$ cat src/rtl/core/assert_macros.svh
// ----------------------------------------------------------------------------
// Assertion macros
// Shared concurrent assertion forms for the RTL in this folder.
// ----------------------------------------------------------------------------
`ifndef ASSERT_MACROS_SVH
`define ASSERT_MACROS_SVH

// The consequent must hold in the same cycle as the antecedent.
`define ASSERT_SAME(label, clk, rst_n, ante, cons) \
  label: assert property (@(posedge clk) disable iff (!rst_n) (ante) |-> (cons)) \
    else $error("same-cycle assertion failed");

// The consequent must hold in the cycle after the antecedent.
`define ASSERT_NEXT(label, clk, rst_n, ante, cons) \
  label: assert property (@(posedge clk) disable iff (!rst_n) (ante) |=> (cons)) \
    else $error("next-cycle assertion failed");

`endif

$ cat src/rtl/core/gdu_pkg.sv
// ----------------------------------------------------------------------------
// gdu_pkg
// Types, constants and the base32 symbol map for the geohash decoder unit.
// ----------------------------------------------------------------------------
package gdu_pkg;

  localparam int GDU_MAX_CHARS = 12;
  localparam int GDU_ACC_W     = 30;
  localparam int GDU_IDX_W     = 4;

  typedef logic [1:0]           status_t;
  typedef logic [GDU_IDX_W-1:0] idx_t;
  typedef logic [GDU_ACC_W-1:0] acc_t;

  localparam status_t STATUS_OK       = 2'd0;
  localparam status_t STATUS_BAD_CHAR = 2'd1;
  localparam status_t STATUS_TOO_LONG = 2'd2;

  // Returns {valid, value}; valid is low for characters outside the alphabet.
  function automatic logic [5:0] symbol_lookup(logic [7:0] ch);
    logic [7:0] lc;
    logic [5:0] res;
    lc = ch;
    if (ch >= "A" && ch <= "Z") begin
      lc = ch | 8'h20;
    end
    unique case (lc)
      "0": res = {1'b1, 5'd0};
      "1": res = {1'b1, 5'd1};
      "2": res = {1'b1, 5'd2};
      "3": res = {1'b1, 5'd3};
      "4": res = {1'b1, 5'd4};
      "5": res = {1'b1, 5'd5};
      "6": res = {1'b1, 5'd6};
      "7": res = {1'b1, 5'd7};
      "8": res = {1'b1, 5'd8};
      "9": res = {1'b1, 5'd9};
      "b": res = {1'b1, 5'd10};
      "c": res = {1'b1, 5'd11};
      "d": res = {1'b1, 5'd12};
      "e": res = {1'b1, 5'd13};
      "f": res = {1'b1, 5'd14};
      "g": res = {1'b1, 5'd15};
      "h": res = {1'b1, 5'd16};
      "j": res = {1'b1, 5'd17};
      "k": res = {1'b1, 5'd18};
      "m": res = {1'b1, 5'd19};
      "n": res = {1'b1, 5'd20};
      "p": res = {1'b1, 5'd21};
      "q": res = {1'b1, 5'd22};
      "r": res = {1'b1, 5'd23};
      "s": res = {1'b1, 5'd24};
      "t": res = {1'b1, 5'd25};
      "u": res = {1'b1, 5'd26};
      "v": res = {1'b1, 5'd27};
      "w": res = {1'b1, 5'd28};
      "x": res = {1'b1, 5'd29};
      "y": res = {1'b1, 5'd30};
      "z": res = {1'b1, 5'd31};
      default: res = 6'd0;
    endcase
    return res;
  endfunction

  // Centre of the cell given k received bits b, with the sign bit offset applied.
  function automatic logic [31:0] cell_center(acc_t b, logic [4:0] k);
    logic [5:0]  sh_b;
    logic [5:0]  sh_h;
    logic [32:0] tmp;
    sh_b = 6'd32 - {1'b0, k};
    sh_h = 6'd31 - {1'b0, k};
    tmp  = ({3'b000, b} << sh_b) | (33'd1 << sh_h);
    return tmp[31:0] ^ 32'h8000_0000;
  endfunction

endpackage

$ cat src/rtl/core/geohash_decoder_unit.sv
// ----------------------------------------------------------------------------
// geohash_decoder_unit
// Decodes a geohash delivered one character per transfer into a cell centre.
// ----------------------------------------------------------------------------
// The unit accepts one character per clock cycle unless a final character
// stalls, as described below. Each character passes an input register and is
// folded into the longitude and latitude accumulators as it leaves that
// register; the character flagged as last also loads the result register,
// which presents the result and holds it until its own transfer. The result
// register lets the next geohash stream in while a result waits; only a final
// character stalls in the input register until the earlier result is taken.
// ----------------------------------------------------------------------------
`include "assert_macros.svh"

module geohash_decoder_unit #(
  parameter int MAX_CHARS = gdu_pkg::GDU_MAX_CHARS
) (
  input  logic                   clk,
  input  logic                   rst_n,
  input  logic                   in_valid,
  output logic                   in_ready,
  input  logic [7:0]             in_code_char,
  input  logic                   in_last_char,
  output logic                   out_valid,
  input  logic                   out_ready,
  output gdu_pkg::status_t       out_status,
  output logic signed [31:0]     out_latitude,
  output logic signed [31:0]     out_longitude,
  output gdu_pkg::idx_t          out_chars_used
);

  import gdu_pkg::*;

  localparam idx_t MAX_IDX = idx_t'(MAX_CHARS);

  logic        s1_valid_r, s1_valid_nxt;
  logic [7:0]  s1_char_r;
  logic        s1_last_r;
  acc_t        lon_acc_r, lon_acc_nxt;
  acc_t        lat_acc_r, lat_acc_nxt;
  idx_t        idx_r, idx_nxt;
  status_t     err_r, err_nxt;
  logic        out_valid_r, out_valid_nxt;
  status_t     out_status_r;
  logic [31:0] out_lat_r, out_lon_r;
  idx_t        out_used_r;

  logic        fire;
  logic        in_xfer;
  logic [5:0]  sym;
  logic [5:0]  total;
  logic [5:0]  total_p1;
  logic [4:0]  lon_bits, lat_bits;

  assign fire     = s1_valid_r && (!s1_last_r || !out_valid_r || out_ready);
  assign in_ready = !s1_valid_r || fire;
  assign in_xfer  = in_valid && in_ready;
  assign sym      = symbol_lookup(s1_char_r);

  always_comb begin
    lon_acc_nxt = lon_acc_r;
    lat_acc_nxt = lat_acc_r;
    idx_nxt     = idx_r;
    err_nxt     = err_r;
    if (err_r != STATUS_BAD_CHAR) begin
      if (idx_r >= MAX_IDX) begin
        err_nxt = STATUS_TOO_LONG;
      end else if (!sym[5]) begin
        err_nxt = STATUS_BAD_CHAR;
      end else begin
        if (!idx_r[0]) begin
          lon_acc_nxt = {lon_acc_r[GDU_ACC_W-4:0], sym[4], sym[2], sym[0]};
          lat_acc_nxt = {lat_acc_r[GDU_ACC_W-3:0], sym[3], sym[1]};
        end else begin
          lat_acc_nxt = {lat_acc_r[GDU_ACC_W-4:0], sym[4], sym[2], sym[0]};
          lon_acc_nxt = {lon_acc_r[GDU_ACC_W-3:0], sym[3], sym[1]};
        end
        idx_nxt = idx_r + idx_t'(1);
      end
    end
  end

  assign total    = ({2'b00, idx_nxt} << 2) + {2'b00, idx_nxt};
  assign total_p1 = total + 6'd1;
  assign lon_bits = total_p1[5:1];
  assign lat_bits = total[5:1];

  assign s1_valid_nxt  = in_xfer || (s1_valid_r && !fire);
  assign out_valid_nxt = (fire && s1_last_r) || (out_valid_r && !out_ready);

  always_ff @(posedge clk) begin
    if (!rst_n) begin
      s1_valid_r  <= 1'b0;
      out_valid_r <= 1'b0;
      lon_acc_r   <= '0;
      lat_acc_r   <= '0;
      idx_r       <= '0;
      err_r       <= STATUS_OK;
    end else begin
      s1_valid_r  <= s1_valid_nxt;
      out_valid_r <= out_valid_nxt;
      if (fire) begin
        if (s1_last_r) begin
          lon_acc_r <= '0;
          lat_acc_r <= '0;
          idx_r     <= '0;
          err_r     <= STATUS_OK;
        end else begin
          lon_acc_r <= lon_acc_nxt;
          lat_acc_r <= lat_acc_nxt;
          idx_r     <= idx_nxt;
          err_r     <= err_nxt;
        end
      end
    end
  end

  always_ff @(posedge clk) begin
    if (in_xfer) begin
      s1_char_r <= in_code_char;
      s1_last_r <= in_last_char;
    end
    if (fire && s1_last_r) begin
      out_status_r <= err_nxt;
      if (err_nxt == STATUS_BAD_CHAR) begin
        out_lat_r  <= '0;
        out_lon_r  <= '0;
        out_used_r <= '0;
      end else begin
        out_lat_r  <= cell_center(lat_acc_nxt, lat_bits);
        out_lon_r  <= cell_center(lon_acc_nxt, lon_bits);
        out_used_r <= idx_nxt;
      end
    end
  end

  assign out_valid      = out_valid_r;
  assign out_status     = out_status_r;
  assign out_latitude   = out_lat_r;
  assign out_longitude  = out_lon_r;
  assign out_chars_used = out_used_r;

  `ASSERT_SAME(a_idx_bound, clk, rst_n, 1'b1, idx_r <= MAX_IDX)
  `ASSERT_NEXT(a_last_gives_result, clk, rst_n, fire && s1_last_r, out_valid_r)
  `ASSERT_SAME(a_bad_char_zero, clk, rst_n, out_valid_r && out_status_r == STATUS_BAD_CHAR,
    out_lat_r == '0 && out_lon_r == '0 && out_used_r == '0)
  `ASSERT_SAME(a_empty_stage_ready, clk, rst_n, !s1_valid_r, in_ready)

endmodule
$ cat config.mk
export PLATFORM = sky130hd
export DESIGN_NAME = geohash_decoder_unit
export DESIGN_NICKNAME = d
export VERILOG_FILES = /design/src/rtl/core/gdu_pkg.sv /design/src/rtl/core/geohash_decoder_unit.sv
export VERILOG_INCLUDE_DIRS = /design/src /design/src/rtl/core
export SDC_FILE = /design/constraint.sdc
export NUM_CORES = 1
export LEC_CHECK = 0
export ABC_AREA = 0
export BUFFER_PORTS_ARGS = -buffer_cell sky130_fd_sc_hd__buf_2
export CORE_AREA = 2 2 152 154
export CTS_CLUSTER_DIAMETER = 60
export CTS_CLUSTER_SIZE = 10
export DETAILED_ROUTE_END_ITERATION = 8
export DIE_AREA = 0 0 154 156
export PLACE_DENSITY = 0.78
export SLEW_MARGIN = 20
export SYNTH_ARGS = -nofsm -noshare
export SYNTH_HDL_FRONTEND = slang
export SYNTH_SLANG_ARGS = --single-unit
export TNS_END_PERCENT = 20
$ cat constraint.sdc
create_clock -name clk -period 5.9 [get_ports clk]
set_input_delay 0.295 -clock clk [delete_from_list [all_inputs] [get_ports clk]]
set_output_delay 0.295 -clock clk [all_outputs]
set_load 0.01 [all_outputs]
## Word level (Yosys, flattened, before mapping)

Memories as Yosys holds them, arrays and structs flattened.
Cells that the tools add are included.

| storage, ports and cells | value |
|---|---|
| input port bits | 13 |
| register bits | 147 |
| output and inout bits | 72 |
| ROM bits | 768 |
| memories kept | 1 |
| word-level logic and storage cells | 69 |

Memory list:

| memory | words | width | read ports | clocked after Yosys merged registers in | write ports | RTL line | RTL |
|---|---|---|---|---|---|---|---|
| (no name shown) | 128 | 6 | 1 | 0 | 0 | gdu_pkg.sv:27 | `unique case (lc)` |

| operators by class | value |
|---|---|
| reduce and logical (&&, ||, !) cells | 16 |
| shift operators | 4 |
| $add $sub $neg | 7 |
| $lt $le $gt $ge | 3 |
| bitwise logic cells | 4 |
| mux-type cells | 20 |
| equality and inequality tests | 2 |

Operators by type and width:

| cell | count |
|---|---|
| $mux 30 | 10 |
| $or 32x32->32 | 2 |
| $shl 1x6->32 const A | 2 |
| $shl 30x6->32 | 2 |
| $mux 4 | 4 |
| $mux 6 | 2 |
| $sub 5x5->6 const A | 2 |
| $sub 6x5->6 const A | 2 |
| $ge 8x7->1 const B | 1 |
| $le 8x7->1 const B | 1 |
| $mux 2 | 4 |
| $add 6x1->6 const B | 1 |
| $add 6x4->6 | 1 |
| $logic_and 1x1->1 | 6 |
| $logic_not 1->1 | 5 |
| $logic_or 1x1->1 | 5 |
| $add 4x1->4 const B | 1 |
| $ge 4x4->1 const B | 1 |
| $eq 2x1->1 const B | 1 |
| $ne 2x1->1 const B | 1 |
| $not 1->1 | 2 |

## Longest topological paths before layout

An unclocked memory read counts as a cell.

| depth | value |
|---|---|
| word-level depth | 14 |
| depth in mapped cells | 24 |

## Worst setup path before layout

OpenSTA, ideal clock, no wires.

| timing path | value |
|---|---|
| path kind | flip-flop to flip-flop |
| start point | register s1_char_r[1] |
| end point | register out_lon_r[31] (netlist: out_longitude[31]) (data pin) |
| stages on the path, launching flop included | 25 |
| clock period less this slack | 6.234 ns |
| arrival | 5.979 ns |
| buffers on the path | 8 |
| setup slack | -0.334 ns |
| cells stage by stage | edfxtp_1 > inv_1 > ha_1 > nand2b_1 > a311o_1 > nand4_4 > nor2_4 > buf_2 > buf_2 > buf_2 > xnor2_1 > ha_1 > clkbuf_1 > inv_2 > buf_1 > clkbuf_1 > ha_1 > ha_1 > clkbuf_1 > clkinv_1 > clkbuf_1 > mux2i_1 > mux2i_1 > mux2_2 > o21a_1 |

| on the way | value |
|---|---|
| cells in the longest elaborated chain, start to end | 14 |
| elaborated cells between the ends (all ways) | 25 |
| classes of those cells | add/sub (4); order compare (2); eq/ne (1); shift (2); mux (12); bitwise (2); reduce/logical (1); memory (1) |

RTL lines:

| element | RTL line | RTL |
|---|---|---|
| start, declared | geohash_decoder_unit.sv:37 | `logic [7:0] s1_char_r;` |
| start signal, assigned | geohash_decoder_unit.sv:120 | `s1_char_r <= in_code_char;` |
| $ge 8x7->1 or $le 8x7->1 (tied branches) | gdu_pkg.sv:24 | `if (ch >= "A" && ch <= "Z") begin` |
| $logic_and 1x1->1 | gdu_pkg.sv:24 |  |
| $mux 6 (*) | gdu_pkg.sv:24 |  |
| $mem_v2 128x6 (*) | n/a |  |
| $mux 6 (*) | gdu_pkg.sv:27 |  |
| $mux 4 (*) | geohash_decoder_unit.sv:68 | `end else if (!sym[5]) begin` |
| $mux 4 (*) | geohash_decoder_unit.sv:66 | `if (idx_r >= MAX_IDX) begin` |
| $mux 4 (*) | geohash_decoder_unit.sv:65 | `if (err_r != STATUS_BAD_CHAR) begin` |
| named net idx_nxt[0] | geohash_decoder_unit.sv:41 | `idx_t idx_r, idx_nxt;` |
| $add 6x4->6 (*) | geohash_decoder_unit.sv:83 | `assign total = ({2'b00, idx_nxt} << 2) + {2'b00, idx_nxt};` |
| $add 6x1->6 (*) | geohash_decoder_unit.sv:84 | `assign total_p1 = total + 6'd1;` |
| $sub 6x5->6 or $sub 5x5->6 (tied branches) | gdu_pkg.sv:70, gdu_pkg.sv:71 |  |
| $shl 30x6->32 or $shl 1x6->32 (tied branches) | gdu_pkg.sv:72 | `tmp = ({3'b000, b} << sh_b) \| (33'd1 << sh_h);` |
| $or 32x32->32 (*) | gdu_pkg.sv:72 |  |
| $not 1->1 (no line) (*) | n/a |  |
| end signal, assigned | geohash_decoder_unit.sv:131 | `out_lon_r <= cell_center(lon_acc_nxt, lon_bits);` |
| end, declared | geohash_decoder_unit.sv:45 | `logic [31:0] out_lat_r, out_lon_r;` |

Mark *: on every way through the listed nets, which the timed path passes. The rest lies on a longest branch.
A chain may end at the register's enable or synchronous reset.

## Worst setup path after layout

| timing path | value |
|---|---|
| start point | register s1_char_r[1] |
| end point | register out_lon_r[28] (netlist: out_longitude[28]) (data pin) |

| on the way | value |
|---|---|
| cells in the longest elaborated chain, start to end | 13 |
| elaborated cells between the ends (all ways) | 24 |
| classes of those cells | add/sub (4); order compare (2); eq/ne (1); shift (2); mux (12); bitwise (1); reduce/logical (1); memory (1) |

RTL lines:

| element | RTL line |
|---|---|
| $ge 8x7->1 or $le 8x7->1 (tied branches) | gdu_pkg.sv:24 |
| $logic_and 1x1->1 | gdu_pkg.sv:24 |
| $mux 6 (*) | gdu_pkg.sv:24 |
| $mem_v2 128x6 (*) | n/a |
| $mux 6 (*) | gdu_pkg.sv:27 |
| $mux 4 (*) | geohash_decoder_unit.sv:68 |
| $mux 4 (*) | geohash_decoder_unit.sv:66 |
| $mux 4 (*) | geohash_decoder_unit.sv:65 |
| named net idx_nxt[1] | geohash_decoder_unit.sv:41 |
| $add 6x4->6 (*) | geohash_decoder_unit.sv:83 |
| $add 6x1->6 (*) | geohash_decoder_unit.sv:84 |
| $sub 6x5->6 or $sub 5x5->6 (tied branches) | gdu_pkg.sv:70, gdu_pkg.sv:71 |
| $shl 30x6->32 or $shl 1x6->32 (tied branches) | gdu_pkg.sv:72 |
| $or 32x32->32 (*) | gdu_pkg.sv:72 |

Marks and branches as above.

==> out/results.tsv <==
metric	value	unit
share of layout cells above drive strength 1	23.2	%
Bufs on Longest Clock Path	2	
Leakage	0.00491	uW
power per standard cell area	203	nW/um^2
die height	156	um
final worst-path cycle share	93.5	%
fin crit period	5.52	ns
Layout Skew	0.0112	ns
CP required	6.08	ns
die footprint	24000	um^2
ant diodes	0	
initial antenna violation count	0	
syn nets	1348	
DRT antenna net count	0	
share of flip-flops with an asynchronous set or reset	0	%
drt initial violations	1242	
VDD IR max	0.188	mV
area of the mapped netlist	12300	um^2
Seq/Total Area, Yosys	30.3	%
DR pass1 iterations	6	
RSZ-0062 raised after global routing	false	
gr usage total	28.2	%
Top Ports	85	
total power	2750	uW
CP endpoint kind	flop	
slowest stage cell, crit path	edfxtp_1	
Worst path max stage delay	0.54	ns
CTS buffer count	17	
synth warn	0	
top_reg_cell synth	edfxtp_1	
DR vias	10900	
Final setup violation count	0	
Hold Path Class	in2reg	
DRC viols	0	
hold_ws	0.0377	ns
Setup CP Type	reg2reg	
largest net degree at the start of global routing	76	
Initial Util	55.2	%
Worst Tran Pin Value	1.04	ns
worst-path maximum fanout	22	
Synth Register Bits	147	
cells after synthesis	1317	
die width	154	um
# port buffers	84	
placed cell area	12900	um^2
Critical Path AT	5.70	ns
status	completed	
clock slew at reported path FFs	0.07	ns
Core Box Area	22400	um^2
CTS tree	yes	
Max Slew Vio Count	0	
wirelength, routed	34.4	mm
TNS Setup	0	ns
drt wl/cell	20.9	um
CTS Root Cell	clkbuf_16	
Synth top cells by count	mux2i_1 (138), nor2_1 (109), nand2_1 (84), mux2_2 (80), edfxtp_1 (79)	
worst path cell trace	inv_1 -> ha_1 -> nand2b_1 -> a311o_1 -> and4_4 -> nand2_2 -> o21ai_2 -> inv_1 -> fa_1 -> nor2b_1 -> o22ai_1 -> nand2_2 -> xnor2_2 -> and3_1 -> xor2_2 -> buf_4 -> nor2_1 -> a221o_1	
vias in the first global route	9981	
vias per cell	6.63	
Synth area leaders	edfxtp_1 (19%), mux2i_1 (11%), dfxtp_1 (11%)	
global-route wire length before repair	55.0	mm
TritonCTS Sinks	147	
Yosys top cell area share	19.2	%
largest area contributor in the synthesized netlist	edfxtp_1	
worst skew pair latency	0.43	ns
distinct cell type count after synthesis	101	
Max-Slew Margin vs Limit	30.7	%
count leader, synth	mux2i_1	
number of synthesized flops with an enable pin	79	
post-DP HPWL	24.2	mm
worst path bufs/invs	3	
Max Fclk	181	MHz
max-cap violations	0	
Setup crit start kind	flop	
CP top delay family	simple AND/OR/NAND/NOR gates	
gpl congestion	0.986	
H-tree levels	4	
Final #Nets	1377	
fin area	13500	um^2
Hold Vio Cnt, Final	0	
grt total ovfl	0	
syn avg cell area	9.37	um^2
# rows	55	
Synth-to-Final Area Change	9.69	%
[cells by family (layout without fill, tap and decap cells)]
| kind of cell | after synthesis | count (layout) | synth area share, % |
|---|---|---|---|
| xor+xnor | 9 | 9 | 1.16 |
| flops | 147 | 147 | 30.3 |
| mux | 252 | 252 | 24.5 |
| simple gates | 414 | 414 | 17.1 |
| fa+ha+maj | 19 | 19 | 1.97 |
| compound gates | 337 | 337 | 20.1 |
| buf+inv | 139 | 181 | 4.98 |
[path summary, 6_finish.rpt]
check	end	start	slack, ns	cells after the start
hold reg to reg	lon_acc_r[29]$_SDFFE_PN0P_	lon_acc_r[29]$_SDFFE_PN0P_	0.56	3
setup reg to reg	out_longitude[28]$_SDFFCE_PN0P_	s1_char_r[1]$_DFFE_PP_	0.38	18
setup / recovery	out_longitude[28]$_SDFFCE_PN0P_	s1_char_r[1]$_DFFE_PP_	0.38	18
hold / removal	s1_char_r[5]$_DFFE_PP_	in_code_char[5]	0.04	1
[layout make-up]
cell class,instances,area [um^2]
Tap cell,285,357
Sequential cell,147,3740
Clock inverter,15,171
Fill cell,1892,8830
Inverter,27,101
Timing Repair Buffer,122,718
Multi-Input combinational cell,1031,8030
Clock buffer,17,425
[state kept, by name (all words and copies together) (netlist names)]
name / count
out_latitude: 32
out_longitude: 32
lat_acc_r: 30
lon_acc_r: 30
s1_char_r: 8
idx_r: 4
out_chars_used: 4
err_r: 2
out_status: 2
out_valid: 1
s1_last_r: 1
s1_valid_r: 1
[layout by cell type (no fill, tap or decap), drive strengths merged, types with 12 or more instances in the layout]
master,synthesis,routed
edfxtp,79,79
nand2b,20,20
mux2i,139,139
a21oi,48,48
nor3,31,31
o21ai,55,55
and2,26,26
a22oi,58,58
mux4,30,30
inv,24,31
ha,17,17
nand3,29,29
dfxtp,68,68
clkbuf,65,17
buf,47,122
mux2,83,83
a31oi,12,12
o211ai,13,13
nor2,111,111
nand2,88,88
nor2b,66,66
a211oi,17,17
[metal layers]
metal | vias up | routed length [um] | GRT usage [%] | part of all wire (%)
li1 | 5067 | - | - | -
met1 | 5217 | 15500 | 42.1 | 45
met2 | 552 | 15300 | 42.2 | 44
met3 | 56 | 2860 | 3.92 | 8.3
met4 | 0 | 734 | 9.26 | 2.1
met5 | - | 0 | 0 | 0
[power by group]
part / switching, uW / internal [uW] / total, uW
combinational: 334 / 191 / 526
sequential: 13.3 / 1090 / 1100
clock: 486 / 635 / 1120
[per-stage QoR]
stage / setup WS, ns / cells / util (%)
global placement: 0.712 / 1612 / 57.8
floorplan: 0.0341 / 1317 / -
finish: 0.382 / 1644 / 60.5
global route: 0.0429 / 1644 / 60.5
CTS: 0.525 / 1644 / 60.5
detailed placement: 0.551 / 1612 / 57.8
[what timing repair did]
| item | CTS | global route |
|---|---|---|
| gates resized for setup | 0 | 1 |
| setup endpoints to repair | 0 | 1 |
| buffers inserted | 0 | 0 |
| hold buffers | 0 | 0 |
Note: power is estimated with default switching activity, not from simulation.
